==> src/design/ips_pkg.sv <==
`timescale 1ns / 1ps
// Shared types and constants for the include preamble scanner.
// Used by ips_front, ips_queue, ips_back and the top level.
package ips_pkg;

	localparam int QUEUE_DEPTH = 2;

	localparam logic [7:0] CH_NL = 8'h0A;

	typedef enum logic [1:0] {
		MODE_SCAN,
		MODE_COMMENT,
		MODE_DONE
	} mode_t;

	typedef enum logic [1:0] {
		CLOSE_NONE,
		CLOSE_AT_END,
		CLOSE_BAD
	} close_t;

	// One classified byte as it travels from front to back.
	typedef struct packed {
		logic [7:0] ch;
		logic       last;
		logic       nl;
		logic       ws;
		logic [1:0] span_len;
		logic       bad_lead;
	} item_t;

	// Per-line scan state.
	typedef struct packed {
		logic [7:0] first;
		logic [7:0] second;
		logic [7:0] last;
		logic [1:0] kept;
		logic [1:0] pend;
		logic [1:0] left;
		logic       span_open;
		logic [3:0] inc;
		close_t     close;
	} line_t;

endpackage

==> src/design/include_preamble_scanner.sv <==
`timescale 1ns / 1ps
// Include preamble scanner, top level.
// Source channel: one text byte per beat (char_byte), end_of_text marks the final
// byte of a text; newline bytes split lines.
// Result channel: one beat per text, carrying preamble_lines (one-based number of
// the last #include line before the first ordinary line) and utf8_error.
// Throughput: one source beat per cycle while no result beat is held by res_stall,
// set by the line scanner in the back end; the two-entry queue lets the front keep
// taking bytes while the back waits on the result register.
// The end_of_text beat passes through the queue; the result beat is registered when the back takes it.
// Reset: queue empty, scanner back at the start of a text, no result pending.
// Result stall: the result beat holds; the back stops taking beats while a result
// beat waits, and src_stall rises when the queue fills.
// Depends on ips_pkg, ips_front, ips_queue and ips_back.
module include_preamble_scanner #(
	parameter int LINE_COUNT_BITS = 16
) (
	input  logic        clk,
	input  logic        arst_n,
	input  logic        src_valid,
	output logic        src_stall,
	input  logic [7:0]  char_byte,
	input  logic        end_of_text,
	output logic        res_valid,
	input  logic        res_stall,
	output logic [15:0] preamble_lines,
	output logic        utf8_error
);
	import ips_pkg::*;

	item_t push_item;
	item_t head_item;
	logic  push;
	logic  pop;
	logic  full;
	logic  head_valid;

	ips_front u_front (
		.src_valid  (src_valid),
		.char_byte  (char_byte),
		.end_of_text(end_of_text),
		.queue_full (full),
		.src_stall  (src_stall),
		.push       (push),
		.item       (push_item)
	);

	ips_queue u_queue (
		.clk       (clk),
		.arst_n    (arst_n),
		.push      (push),
		.push_item (push_item),
		.pop       (pop),
		.full      (full),
		.head_valid(head_valid),
		.head_item (head_item)
	);

	ips_back #(
		.LINE_COUNT_BITS(LINE_COUNT_BITS)
	) u_back (
		.clk           (clk),
		.arst_n        (arst_n),
		.head_valid    (head_valid),
		.head_item     (head_item),
		.pop           (pop),
		.res_valid     (res_valid),
		.res_stall     (res_stall),
		.preamble_lines(preamble_lines),
		.utf8_error    (utf8_error)
	);

endmodule

==> src/design/ips_front.sv <==
`timescale 1ns / 1ps
// Front end: takes source beats, classifies each byte and pushes it to the queue.
// Depends on ips_pkg.
module ips_front (
	input  logic          src_valid,
	input  logic [7:0]    char_byte,
	input  logic          end_of_text,
	input  logic          queue_full,
	output logic          src_stall,
	output logic          push,
	output ips_pkg::item_t item
);
	import ips_pkg::*;

	logic is_ws;
	logic is_hi;

	assign is_ws = (char_byte == 8'h20) || ((char_byte >= 8'h09) && (char_byte <= 8'h0D));
	assign is_hi = char_byte[7];

	assign src_stall = queue_full;
	assign push      = src_valid && !queue_full;

	always_comb begin
		item.ch       = char_byte;
		item.last     = end_of_text;
		item.nl       = (char_byte == CH_NL);
		item.ws       = is_ws;
		item.span_len = 2'd0;
		item.bad_lead = 1'b0;
		if (is_hi) begin
			if ((char_byte & 8'hE0) == 8'hC0) begin
				item.span_len = 2'd1;
			end else if ((char_byte & 8'hF0) == 8'hE0) begin
				item.span_len = 2'd2;
			end else if ((char_byte & 8'hF8) == 8'hF0) begin
				item.span_len = 2'd3;
			end else begin
				item.bad_lead = 1'b1;
			end
		end
	end

endmodule

==> src/design/ips_queue.sv <==
`timescale 1ns / 1ps
// Short queue between front and back, built from registers.
// Depends on ips_pkg.
module ips_queue (
	input  logic           clk,
	input  logic           arst_n,
	input  logic           push,
	input  ips_pkg::item_t push_item,
	input  logic           pop,
	output logic           full,
	output logic           head_valid,
	output ips_pkg::item_t head_item
);
	import ips_pkg::*;

	localparam int PTR_W = (QUEUE_DEPTH > 1) ? $clog2(QUEUE_DEPTH) : 1;
	localparam int CNT_W = $clog2(QUEUE_DEPTH + 1);

	item_t              slot_q [QUEUE_DEPTH];
	logic [PTR_W-1:0]   wr_q;
	logic [PTR_W-1:0]   rd_q;
	logic [CNT_W-1:0]   cnt_q;

	assign full       = (cnt_q == CNT_W'(QUEUE_DEPTH));
	assign head_valid = (cnt_q != '0);
	assign head_item  = slot_q[rd_q];

	always_ff @(posedge clk) begin
		if (push) begin
			slot_q[wr_q] <= push_item;
		end
	end

	always_ff @(posedge clk or negedge arst_n) begin
		if (!arst_n) begin
			wr_q  <= '0;
			rd_q  <= '0;
			cnt_q <= '0;
		end else begin
			if (push) begin
				wr_q <= (wr_q == PTR_W'(QUEUE_DEPTH - 1)) ? '0 : wr_q + PTR_W'(1);
			end
			if (pop) begin
				rd_q <= (rd_q == PTR_W'(QUEUE_DEPTH - 1)) ? '0 : rd_q + PTR_W'(1);
			end
			if (push && !pop) begin
				cnt_q <= cnt_q + CNT_W'(1);
			end else if (pop && !push) begin
				cnt_q <= cnt_q - CNT_W'(1);
			end
		end
	end

	a_no_push_full: assert property (@(posedge clk) disable iff (!arst_n)
		full |-> !push) else $error("push into full queue");
	a_no_pop_empty: assert property (@(posedge clk) disable iff (!arst_n)
		!head_valid |-> !pop) else $error("pop from empty queue");
	a_cnt_bound: assert property (@(posedge clk) disable iff (!arst_n)
		cnt_q <= CNT_W'(QUEUE_DEPTH)) else $error("queue count overflow");

endmodule

==> src/design/ips_back.sv <==
`timescale 1ns / 1ps
// Back end: line scanner state machine and the registered result beat.
// Depends on ips_pkg.
module ips_back #(
	parameter int LINE_COUNT_BITS = 16
) (
	input  logic           clk,
	input  logic           arst_n,
	input  logic           head_valid,
	input  ips_pkg::item_t head_item,
	output logic           pop,
	output logic           res_valid,
	input  logic           res_stall,
	output logic [15:0]    preamble_lines,
	output logic           utf8_error
);
	import ips_pkg::*;

	localparam int         LW       = LINE_COUNT_BITS;
	localparam logic [7:0] CH_AT    = 8'h40;
	localparam logic [7:0] CH_HASH  = 8'h23;
	localparam logic [7:0] CH_SLASH = 8'h2F;
	localparam logic [7:0] CH_STAR  = 8'h2A;
	localparam logic [7:0] CH_BSL   = 8'h5C;
	localparam logic [7:0] CH_SPACE = 8'h20;
	localparam logic [3:0] INC_DONE = 4'd7;
	localparam logic [3:0] INC_FAIL = 4'd15;

	function automatic line_t line_clear();
		line_t l;
		l.first     = '0;
		l.second    = '0;
		l.last      = '0;
		l.kept      = '0;
		l.pend      = '0;
		l.left      = '0;
		l.span_open = 1'b0;
		l.inc       = '0;
		l.close     = CLOSE_NONE;
		return l;
	endfunction

	function automatic logic [7:0] inc_char(logic [3:0] p);
		logic [7:0] r;
		case (p)
			4'd0:    r = 8'h69;
			4'd1:    r = 8'h6E;
			4'd2:    r = 8'h63;
			4'd3:    r = 8'h6C;
			4'd4:    r = 8'h75;
			4'd5:    r = 8'h64;
			4'd6:    r = 8'h65;
			default: r = 8'h00;
		endcase
		return r;
	endfunction

	function automatic logic [3:0] inc_step(logic [3:0] p, logic [7:0] c, logic c_ws);
		logic [3:0] r;
		r = p;
		if (p == INC_DONE || p == INC_FAIL) begin
			r = p;
		end else if (p == 4'd0 && c_ws) begin
			r = p;
		end else begin
			r = (c == inc_char(p)) ? p + 4'd1 : INC_FAIL;
		end
		return r;
	endfunction

	function automatic line_t commit(line_t l_in, mode_t m, logic [7:0] c);
		line_t      l;
		logic [2:0] sum;
		l = l_in;
		if (l.close != CLOSE_NONE) begin
			l.close = CLOSE_BAD;
		end else if (c == CH_SLASH && l.pend == 2'd0 && l.kept != 2'd0 && l.last == CH_STAR
				&& (m == MODE_COMMENT || l.kept == 2'd3)) begin
			l.close = CLOSE_AT_END;
		end
		if (l.kept != 2'd0 && l.first == CH_HASH) begin
			l.inc = inc_step(l.inc, c, 1'b0);
		end
		if (l.kept == 2'd0) begin
			l.first = c;
		end else if (l.kept == 2'd1) begin
			l.second = (l.pend != 2'd0) ? CH_SPACE : c;
		end
		sum    = {1'b0, l.kept} + {1'b0, l.pend} + 3'd1;
		l.kept = (sum > 3'd3) ? 2'd3 : sum[1:0];
		l.pend = 2'd0;
		l.last = c;
		return l;
	endfunction

	mode_t           mode_q;
	line_t           line_q;
	logic [LW-1:0]   idx_q;
	logic [LW-1:0]   cnt_q;
	logic            err_q;
	logic            res_valid_q;
	logic [15:0]     lines_q;
	logic            uerr_q;

	mode_t           mode_d;
	line_t           line_d;
	logic [LW-1:0]   idx_d;
	logic [LW-1:0]   cnt_d;
	logic            err_d;
	logic            emit;
	logic            emit_err;
	logic [15:0]     emit_lines;
	logic [31:0]     cnt_wide;

	assign pop = head_valid && (!res_valid_q || !res_stall);

	always_comb begin
		line_t         ln;
		mode_t         md;
		mode_t         nxt;
		logic          er;
		logic [LW-1:0] li;
		logic [LW-1:0] pc;
		logic [7:0]    c;
		logic          do_commit;
		ln        = line_q;
		md        = mode_q;
		er        = err_q;
		li        = idx_q;
		pc        = cnt_q;
		c         = '0;
		do_commit = 1'b0;
		nxt       = md;
		if (md != MODE_DONE && !head_item.nl) begin
			if (ln.left != 2'd0) begin
				ln.left = ln.left - 2'd1;
				if (ln.left == 2'd0 && !head_item.ws) begin
					ln.span_open = 1'b0;
				end
				c         = CH_AT;
				do_commit = 1'b1;
			end else if (head_item.ws) begin
				if (ln.kept != 2'd0) begin
					if (ln.pend != 2'd3) begin
						ln.pend = ln.pend + 2'd1;
					end
					if (ln.first == CH_HASH) begin
						ln.inc = inc_step(ln.inc, head_item.ch, 1'b1);
					end
				end
			end else begin
				ln.span_open = 1'b0;
				if (head_item.bad_lead) begin
					er = 1'b1;
					md = MODE_DONE;
				end else if (head_item.span_len != 2'd0) begin
					ln.left      = head_item.span_len;
					ln.span_open = 1'b1;
					c            = CH_AT;
					do_commit    = 1'b1;
				end else begin
					c         = head_item.ch;
					do_commit = 1'b1;
				end
			end
		end
		if (do_commit) begin
			ln = commit(ln, md, c);
		end
		if (md != MODE_DONE && (head_item.nl || head_item.last)) begin
			nxt = md;
			if (ln.left != 2'd0 || ln.span_open) begin
				er  = 1'b1;
				nxt = MODE_DONE;
			end else if (md == MODE_COMMENT) begin
				if (ln.close == CLOSE_AT_END) begin
					nxt = MODE_SCAN;
				end else if (ln.close == CLOSE_BAD) begin
					nxt = MODE_DONE;
				end
			end else if (ln.kept == 2'd0) begin
				nxt = MODE_SCAN;
			end else if (ln.kept == 2'd1 || ln.last == CH_BSL) begin
				nxt = MODE_DONE;
			end else if (ln.first == CH_SLASH && ln.second == CH_SLASH) begin
				nxt = MODE_SCAN;
			end else if (ln.first == CH_SLASH && ln.second == CH_STAR) begin
				if (ln.close == CLOSE_AT_END) begin
					nxt = MODE_SCAN;
				end else if (ln.close == CLOSE_BAD) begin
					nxt = MODE_DONE;
				end else begin
					nxt = MODE_COMMENT;
				end
			end else if (ln.first == CH_HASH && ln.inc == INC_DONE) begin
				pc  = (li != {LW{1'b1}}) ? li + LW'(1) : li;
				nxt = MODE_SCAN;
			end else begin
				nxt = MODE_DONE;
			end
			md = nxt;
			if (li != {LW{1'b1}}) begin
				li = li + LW'(1);
			end
			ln = line_clear();
		end
		emit     = head_item.last;
		emit_err = er;
		cnt_wide = 32'(pc);
		if (er) begin
			emit_lines = '0;
		end else begin
			emit_lines = (cnt_wide > 32'h0000_FFFF) ? 16'hFFFF : cnt_wide[15:0];
		end
		err_d = er;
		if (head_item.last) begin
			md = MODE_SCAN;
			li = '0;
			pc = '0;
			ln = line_clear();
			err_d = 1'b0;
		end
		mode_d = md;
		line_d = ln;
		idx_d  = li;
		cnt_d  = pc;
	end

	always_ff @(posedge clk or negedge arst_n) begin
		if (!arst_n) begin
			mode_q      <= MODE_SCAN;
			line_q      <= line_clear();
			idx_q       <= '0;
			cnt_q       <= '0;
			err_q       <= 1'b0;
			res_valid_q <= 1'b0;
		end else begin
			if (pop) begin
				mode_q <= mode_d;
				line_q <= line_d;
				idx_q  <= idx_d;
				cnt_q  <= cnt_d;
				err_q  <= err_d;
			end
			if (pop && emit) begin
				res_valid_q <= 1'b1;
			end else if (!res_stall) begin
				res_valid_q <= 1'b0;
			end
		end
	end

	always_ff @(posedge clk) begin
		if (pop && emit) begin
			lines_q <= emit_lines;
			uerr_q  <= emit_err;
		end
	end

	assign res_valid      = res_valid_q;
	assign preamble_lines = lines_q;
	assign utf8_error     = uerr_q;

	a_err_zero: assert property (@(posedge clk) disable iff (!arst_n)
		(res_valid && utf8_error) |-> (preamble_lines == 16'd0))
		else $error("error result with nonzero count");
	a_done_holds: assert property (@(posedge clk) disable iff (!arst_n)
		(mode_q == MODE_DONE && !pop) |=> (mode_q == MODE_DONE))
		else $error("stopped scan left without a beat");
	a_last_resets: assert property (@(posedge clk) disable iff (!arst_n)
		(pop && head_item.last) |=> (idx_q == '0 && mode_q == MODE_SCAN && !err_q && res_valid))
		else $error("end of text did not restart scan");

endmodule

==> config.mk <==
export PLATFORM = sky130hd
export DESIGN_NAME = include_preamble_scanner
export DESIGN_NICKNAME = d
export VERILOG_FILES = /design/src/design/ips_pkg.sv /design/src/design/include_preamble_scanner.sv /design/src/design/ips_front.sv /design/src/design/ips_queue.sv /design/src/design/ips_back.sv
export SDC_FILE = /design/constraint.sdc
export NUM_CORES = 1
export LEC_CHECK = 0
export BUFFER_PORTS_ARGS = -buffer_cell sky130_fd_sc_hd__buf_2
export CORE_ASPECT_RATIO = 1.5
export CORE_MARGIN = 3
export CORE_UTILIZATION = 30
export CTS_CLUSTER_DIAMETER = 150
export DETAILED_ROUTE_END_ITERATION = 8
export HOLD_SLACK_MARGIN = 0.02
export RECOVER_POWER = 25
export SLEW_MARGIN = 25
export SYNTH_ARGS = -nofsm -noshare
export SYNTH_HDL_FRONTEND = slang
export SYNTH_HIERARCHICAL = 1
export SYNTH_SLANG_ARGS = --single-unit
==> constraint.sdc <==
create_clock -name clk -period 5.76 [get_ports clk]
set_clock_uncertainty 0.1 [all_clocks]
set_input_delay 0.576 -clock clk [delete_from_list [all_inputs] [get_ports clk]]
set_output_delay 0.576 -clock clk [all_outputs]
set_load 0.03 [all_outputs]
# Word-level counts from Yosys, hierarchy flattened
# Memory sizes are Yosys's and may differ from the RTL's.
# Cells that the tools add are included.
dict set report totals {
  regBits 94
  ramBits 28
  inputBits 13
  output_inout_bits 19
  elab_cells 228
  memories 1
}
# name depth width rd rd_clocked_by_memory_dff write_ports line
set memory_table {}
lappend memory_table {u_queue.slot_q 2 14 1 0 1 ips_queue.sv:19} ;# item_t slot_q [QUEUE_DEPTH];
dict set report classes {
  addsub 11
  magnitude_cmp 3
  eq_ne 44
  n_mux 102
  reduce_logical 48
}
# op count
set ops {}
lappend ops {{2-to-1 mux 16 bit} 12}
lappend ops {{2-to-1 mux 8 bit} 19}
lappend ops {{2-to-1 mux 37 bit} 3}
lappend ops {{== test 8 x 6 -> 1 bit (second input constant)} 8}
lappend ops {{2-to-1 mux 2 bit} 29}
lappend ops {{case mux 7 bit (7 select lines)} 1}
lappend ops {{case mux 7 bit (6 select lines)} 1}
lappend ops {{2-to-1 mux 4 bit} 10}
lappend ops {{== test 4 x 3 -> 1 bit (second input constant)} 9}
lappend ops {{2-to-1 mux 1 bit} 21}
lappend ops {{nonzero test 2 bit} 9}
lappend ops {{logical AND 1 bit} 17}
lappend ops {{adder 16 x 1 -> 16 bit (second input constant)} 1}
lappend ops {{== test 4 x 2 -> 1 bit (second input constant)} 4}
lappend ops {{== test 8 bit} 2}
lappend ops {{inequality test 16 bit (second input constant)} 1}
lappend ops {{2-to-1 mux 3 bit} 5}
lappend ops {{== test 4 bit (second input constant)} 3}
lappend ops {{2-to-1 mux 9 bit} 1}
lappend ops {{adder 4 x 1 -> 4 bit (second input constant)} 2}
lappend ops {{== test 2 x 1 -> 1 bit (second input constant)} 4}
lappend ops {{== test 4 x 1 -> 1 bit (second input constant)} 2}
lappend ops {{== test 8 x 4 -> 1 bit (second input constant)} 1}
lappend ops {{== test 8 x 7 -> 1 bit (second input constant)} 1}
lappend ops {{18 further kinds} 42}

# Longest topological paths before layout
dict set report depth {
  depth_word 39
  depth_mapped 23
  depth_no_buf 20
}

# Cells and area by module
# Netlist, hierarchy kept.
# module instances cells_per_inst area_each_um2 seq_area_each_um2
set modules_own_cells {}
lappend modules_own_cells {ips_back 1 621 5699.2 2337.2}
lappend modules_own_cells {ips_queue 1 60 1252.5 940.9}
lappend modules_own_cells {ips_front 1 29 190.2 0.0}

# Worst setup path before layout
# No wires, ideal clock.
dict set report synth_timing {
  path_kind {register to register}
  from {register u_queue.rd_q}
  to {register u_back.lines_q[10], in the netlist u_back/preamble_lines[10], data pin}
  setup_time_ps 256
  arrival_ps 4739
  t_required_ps 5404
  path_slack_ps 665
  path_stages_with_launch 22
  n_path_buf 4
  period_less_slack_ps 5095
  cell_sequence {dfrtp_1 > buf_6 > buf_12 > mux2_4 > clkbuf_1 > inv_1 > nand4_1 > a2111oi_2 > or2_2 > o31a_1 > inv_1 > ha_1 > nor3_1 > o21ai_0 > and4b_1 > a31oi_1 > a22oi_4 > nand3_4 > a2111oi_4 > nor3_2 > buf_2 > a22o_1}
}
# element line
set synth_lines {}
lappend synth_lines {{start: declaration} ips_queue.sv:21} ;# logic [PTR_W-1:0] rd_q;
lappend synth_lines {{start signal: assignment} ips_queue.sv:44} ;# rd_q <= (rd_q == PTR_W'(QUEUE_DEPTH - 1)) ? '0 : rd_q + PTR_W'(1);
lappend synth_lines {{end signal: assignment} ips_back.sv:255} ;# lines_q <= emit_lines;
lappend synth_lines {{end: declaration} ips_back.sv:102} ;# logic [15:0] lines_q;

# Worst setup path in the final report
dict set report layout_timing {
  from {register u_back/line_q[2] in the netlist's numbering}
  to {register u_back.lines_q[2], in the netlist u_back/preamble_lines[2], data pin}
}
dict set report layout_via {
  elab_chain_cells 38
  word_cells_on_any_way 58
  classes_between {add/sub (2); eq/ne (19); mux (32); reduce/logical (5)}
}
# element line
set layout_lines {}
lappend layout_lines {{start: declaration} ips_back.sv:97} ;# line_t line_q;
lappend layout_lines {{start signal: assignment} ips_back.sv:232} ;# line_q <= line_clear();
lappend layout_lines {{start signal: assignment} ips_back.sv:240} ;# line_q <= line_d;
lappend layout_lines {{== test 4 x 3 -> 1 bit (tied with other cells)} ips_back.sv:45} ;# case (p)
lappend layout_lines {{case mux 7 bit (6 select lines)} ips_back.sv:45}
lappend layout_lines {{2-to-1 mux 8 bit} ips_back.sv:63} ;# end else if (p == 4'd0 && c_ws) begin
lappend layout_lines {{2-to-1 mux 8 bit} ips_back.sv:61} ;# if (p == INC_DONE || p == INC_FAIL) begin
lappend layout_lines {{2-to-1 mux 8 bit} ips_back.sv:147} ;# if (ln.first == CH_HASH) begin
lappend layout_lines {{2-to-1 mux 8 bit} ips_back.sv:143} ;# if (ln.kept != 2'd0) begin
lappend layout_lines {{2-to-1 mux 8 bit} ips_back.sv:142} ;# end else if (head_item.ws) begin
lappend layout_lines {{2-to-1 mux 8 bit} ips_back.sv:135} ;# if (ln.left != 2'd0) begin
lappend layout_lines {{[22 not listed]} --}
lappend layout_lines {{2-to-1 mux 16 bit (*)} ips_back.sv:195} ;# end else if (ln.first == CH_HASH && ln.inc == INC_DONE) begin
lappend layout_lines {{2-to-1 mux 16 bit (*)} ips_back.sv:187} ;# end else if (ln.first == CH_SLASH && ln.second == CH_STAR) begin
lappend layout_lines {{2-to-1 mux 16 bit (*)} ips_back.sv:185} ;# end else if (ln.first == CH_SLASH && ln.second == CH_SLASH) begin
lappend layout_lines {{2-to-1 mux 16 bit (*)} ips_back.sv:183} ;# end else if (ln.kept == 2'd1 || ln.last == CH_BSL) begin
lappend layout_lines {{2-to-1 mux 16 bit (*)} ips_back.sv:181} ;# end else if (ln.kept == 2'd0) begin
lappend layout_lines {{2-to-1 mux 16 bit (*)} ips_back.sv:175} ;# end else if (md == MODE_COMMENT) begin
lappend layout_lines {{2-to-1 mux 16 bit (*)} ips_back.sv:172} ;# if (ln.left != 2'd0 || ln.span_open) begin
lappend layout_lines {{2-to-1 mux 16 bit (*)} ips_back.sv:170} ;# if (md != MODE_DONE && (head_item.nl || head_item.last)) begin
# Mark *: on every way between the ends. The rest lies on a longest branch, timed or not. The select of a mux whose other input is x is not followed.
# A chain may end at the register's enable or synchronous reset.

==> flow_summary.yaml <==
detailed_routing:
  first_pass_iters: 5
  dr.first_iter.drc_count: 454
  viasPerCell: 5.307
  wl_per_cell_um: 17.27
  drc: 0
  postRouteWirelength_um: 18720
  vias: 5753
  ant_nets: 0
global_route:
  grt_pass1_wl_um: 29990
  grt_max_degree: 48
  grtUsageTotal_pct: 14.54
  antenna_found_initial: 0
  grt_pass1_vias: 5599
  grt-ovfl-total: 0
clock_tree:
  ctsHtreeMaxLevel: 4
  clock_latency_ps: 410
  clock_tree.root_cell: "clkbuf_16"
  cts_tree: "built"
  cts_made_buffers: 17
  cts.clk_slew.worst_paths_ps: 60
  clock_path_buffers: 2
  cts.sinks: 122
floorplan:
  die_w_um: 132.0
  core_area_mm2: 0.02323
  die_area_mm2: 0.02573
  io-pin-count: 32
  rows: 68
  die_h_um: 195.0
  initial_utilization_pct: 30.75
sta:
  fin_ws_ps: 472.5
  hold_ws_ps: 250.8
  rsz0062_at_grt: "false"
  fin_setup_tns_ps: 0
  finalMaxSlewViolations: 80
  setup_violations: 0
  max_slew_margin_pct: -71.91
  fin_crit_sh_pct: 91.80
  fin_crit_ps: 5288
  tightest_slew_ps: 2579
  finalHoldViolations: 0
  max_freq_mhz: 189.1
final_layout:
  syn_to_final_growth_pct: 16.17
  layout-drive-gt1-share_pct: 16.51
  final_nets: 781
  num_antenna_cells: 0
  final_core_util_pct: 35.72
yosys:
  synth-main-ff-cell: "dfrtp_1"
  yosysWarnings: 6
  avgSynthCellArea_um2: 10.06
  ys_ff_latch: 122
  synth_area_mm2: 0.007142
  async_reset_ff_share_pct: 63.11
  synth_cells: 710
  syn-num-nets: 735
  seq_area_frac_synth_pct: 45.90
  ys_types: 78
  synth-edff-count: 45
min_path:
  hold_path_class: "in -> reg"
  hp-start: "end_of_text"
pwr:
  leakagePower_nw: 3.235
  p_clk_share_pct: 31.9
  power_frac_comb_pct: 34.0
  peakVddDrop_mv: 0.2205
  p_per_area_mw_per_mm2: 388.3
  swShare_pct: 37.67
  p_int_mw: 2.008
  p_seq_share_pct: 34.1
  p_switching_mw: 1.214
worst_setup_path:
  cp_max_fo: 10
  criticalPathCategory: "reg -> reg"
  r2r_start: "u_back/line_q[2]$_DFFE_PN0P_"
  start_kind: "register"
  critPathRequiredTime_ps: 5910
  critPathLaunch: "u_back/line_q[2]$_DFFE_PN0P_"
  endpoint_kind: "register"
  arrival_ps: 5440
placed_design:
  portBuffers: 31
  pre_cts_slack_ps: 342.4
  hpwlAfterDp_um: 13470
  gp_routability_congestion: 0.9391
flow_run:
  drv_cap: 2
status:
  run_status: "complete, but fails checks"
  violations: "max-capacitance violations, max-slew violations"
-- cells in the mapped netlist, drive strengths merged (8+ instances only) --
| cell | number | area share [%] |
|---|---|---|
| a221o | 16 | 2.2 |
| a21oi | 31 | 2.5 |
| xor2 | 8 | 0.98 |
| nor4b | 11 | 1.3 |
| nand2 | 87 | 4.6 |
| nand4 | 12 | 1.1 |
| clkbuf | 16 | 0.84 |
| mux2 | 17 | 3.2 |
| buf | 24 | 2.7 |
| a22o | 25 | 3.1 |
| o31ai | 11 | 1.2 |
| nand3 | 22 | 1.7 |
| edfxtp | 45 | 19 |
| a31oi | 9 | 0.79 |
| dfrtp | 77 | 27 |
| or2 | 9 | 0.79 |
| nor3 | 22 | 1.6 |
| ha | 11 | 1.9 |
| o21ai | 61 | 4.3 |
| inv | 20 | 1.1 |
| nor2b | 17 | 1.5 |
| nor2 | 43 | 2.4 |
| xnor2 | 12 | 1.5 |
-- flip-flops by register name, summed over array words and instances (netlist names) --
signal and cells:
u_back/utf8_error 1, u_back/idx_q 16, u_queue/wr_q 1, u_back/line_q 37, u_back/err_q 1, u_back/cnt_q 16
u_back/mode_q 2, u_queue/cnt_q 2, u_queue/rd_q 1, u_queue/slot_q 28, u_back/res_valid 1, u_back/preamble_lines 16
-- power by group through the flow --
stage / clock, mW / combinational, mW / sequential, mW
after floorplan: 0 / 0.692 / 1.18
after global placement: 0 / 1.08 / 1.11
after detailed placement: 0 / 1.09 / 1.11
after CTS: 1.06 / 1.09 / 1.10
after global routing: 1.10 / 1.19 / 1.11
final: 1.03 / 1.10 / 1.10
-- final cells by class --
class / count / area (um^2)
fill: 2355 / 14930
multi-input combinational: 528 / 3542
sequential: 122 / 3278
clock buffer: 19 / 442.9
timing repair buffer: 67 / 437.9
tap: 315 / 394.1
clock inverter: 13 / 126.4
inverter: 20 / 75.07
-- critical path, cell delays in order, from the launching register on --
cell       delay (ps)
dfrtp_1           450
inv_1             130
ha_1              290
or3b_1            390
a21oi_1           240
nor4_1            120
nor4_4            410
nor3_1             90
nand2_1            70
o21ai_0           160
inv_1             120
ha_1              290
inv_1             120
o21ai_0           270
nand4_1           120
mux2_2            300
a22oi_4           220
nand3_4           150
a2111oi_4         430
buf_4             270
o21ai_2           150
o2bb2ai_1         230
-- cell usage in the layout (no fill, tap or decap), types with 4 or more instances in the layout --
cell type,Yosys,final
o2bb2ai_1,5,5
edfxtp_1,45,45
nand3_1,21,21
nand3b_1,4,4
xnor2_1,12,12
nand4_1,12,12
nor2_1,42,42
a221o_1,16,16
buf_2,5,22
clkbuf_16,0,17
nor4b_1,11,11
and4_1,4,4
mux2_2,8,8
ha_1,11,11
or2_2,8,8
a31oi_1,9,9
mux2_4,9,9
xor2_1,8,8
nand2_1,87,87
dfrtp_1,77,77
o21ai_0,57,57
clkinv_2,0,4
a22o_1,25,25
nor4_1,5,5
buf_4,13,32
clkbuf_1,16,11
nor2b_1,17,17
o31ai_1,11,11
clkinvlp_4,0,4
and3_1,5,5
a21oi_1,29,29
nor3_1,21,20
and2_1,5,5
or3_1,4,5
a21o_1,5,5
nand2b_1,6,6
mux2i_1,6,6
inv_1,20,20
-- metal layers --
layer / track usage [%] / part of all wire, % / vias up
li1: - / - / 2753
met2: 26.27 / 53 / 159
met1: 16.63 / 41 / 2805
met5: 0 / 0 / -
met4: 6.462 / 2.8 / 0
met3: 2.655 / 3.7 / 36
-- worst paths after layout --
path / to / slack (ps) / cells past startpoint
worst max-delay path: u_back/preamble_lines[2]$_SDFFCE_PP0P_ / 470 / 21
worst min-delay path: u_queue/slot_q[1][5]$_DFFE_PP_ / 250 / 1
worst max register to register: u_back/preamble_lines[2]$_SDFFCE_PP0P_ / 470 / 21
worst min register to register: u_back/line_q[16]$_DFFE_PN0P_ / 380 / 2
max in group asynchronous: u_queue/wr_q$_DFFE_PN0P_ / 1280 / 3
min in group asynchronous: u_back/cnt_q[6]$_DFFE_PN0P_ / 1100 / 2
-- cell families (layout without fill, tap and decap cells) --
| logic type | after synthesis | count (layout) | share of synthesized area [%] |
|---|---|---|---|
| adder cells (fa/ha/maj) | 12 | 12 | 2.207 |
| flip-flops | 122 | 122 | 45.90 |
| AO/OA/AOI/OAI | 199 | 199 | 20.36 |
| XOR/XNOR | 20 | 20 | 2.453 |
| AND/OR/NAND/NOR | 274 | 274 | 20.51 |
| buffers and inverters | 60 | 119 | 4.572 |
| multiplexers | 23 | 23 | 3.994 |
-- what timing repair did --
action,in CTS,in global routing
endpoints found under the setup margin,0,32
setup buffers,0,2
hold buffers,1,0
resized for setup,0,1
endpoints found under the hold margin,12,0
-- per-stage QoR --
| stage | instance area (um^2) | power, mW | instances |
|---|---|---|---|
| final | 8297 | 3.222 | 1084 |
| after global routing | 8297 | 3.405 | 1084 |
| after detailed placement | 7740 | 2.205 | 1049 |
| after floorplan | 7142 | 1.868 | 710 |
| after CTS | 8319 | 3.253 | 1082 |
| after global placement | 7707 | 2.195 | 1048 |
Power figures use the tool's default switching activity.
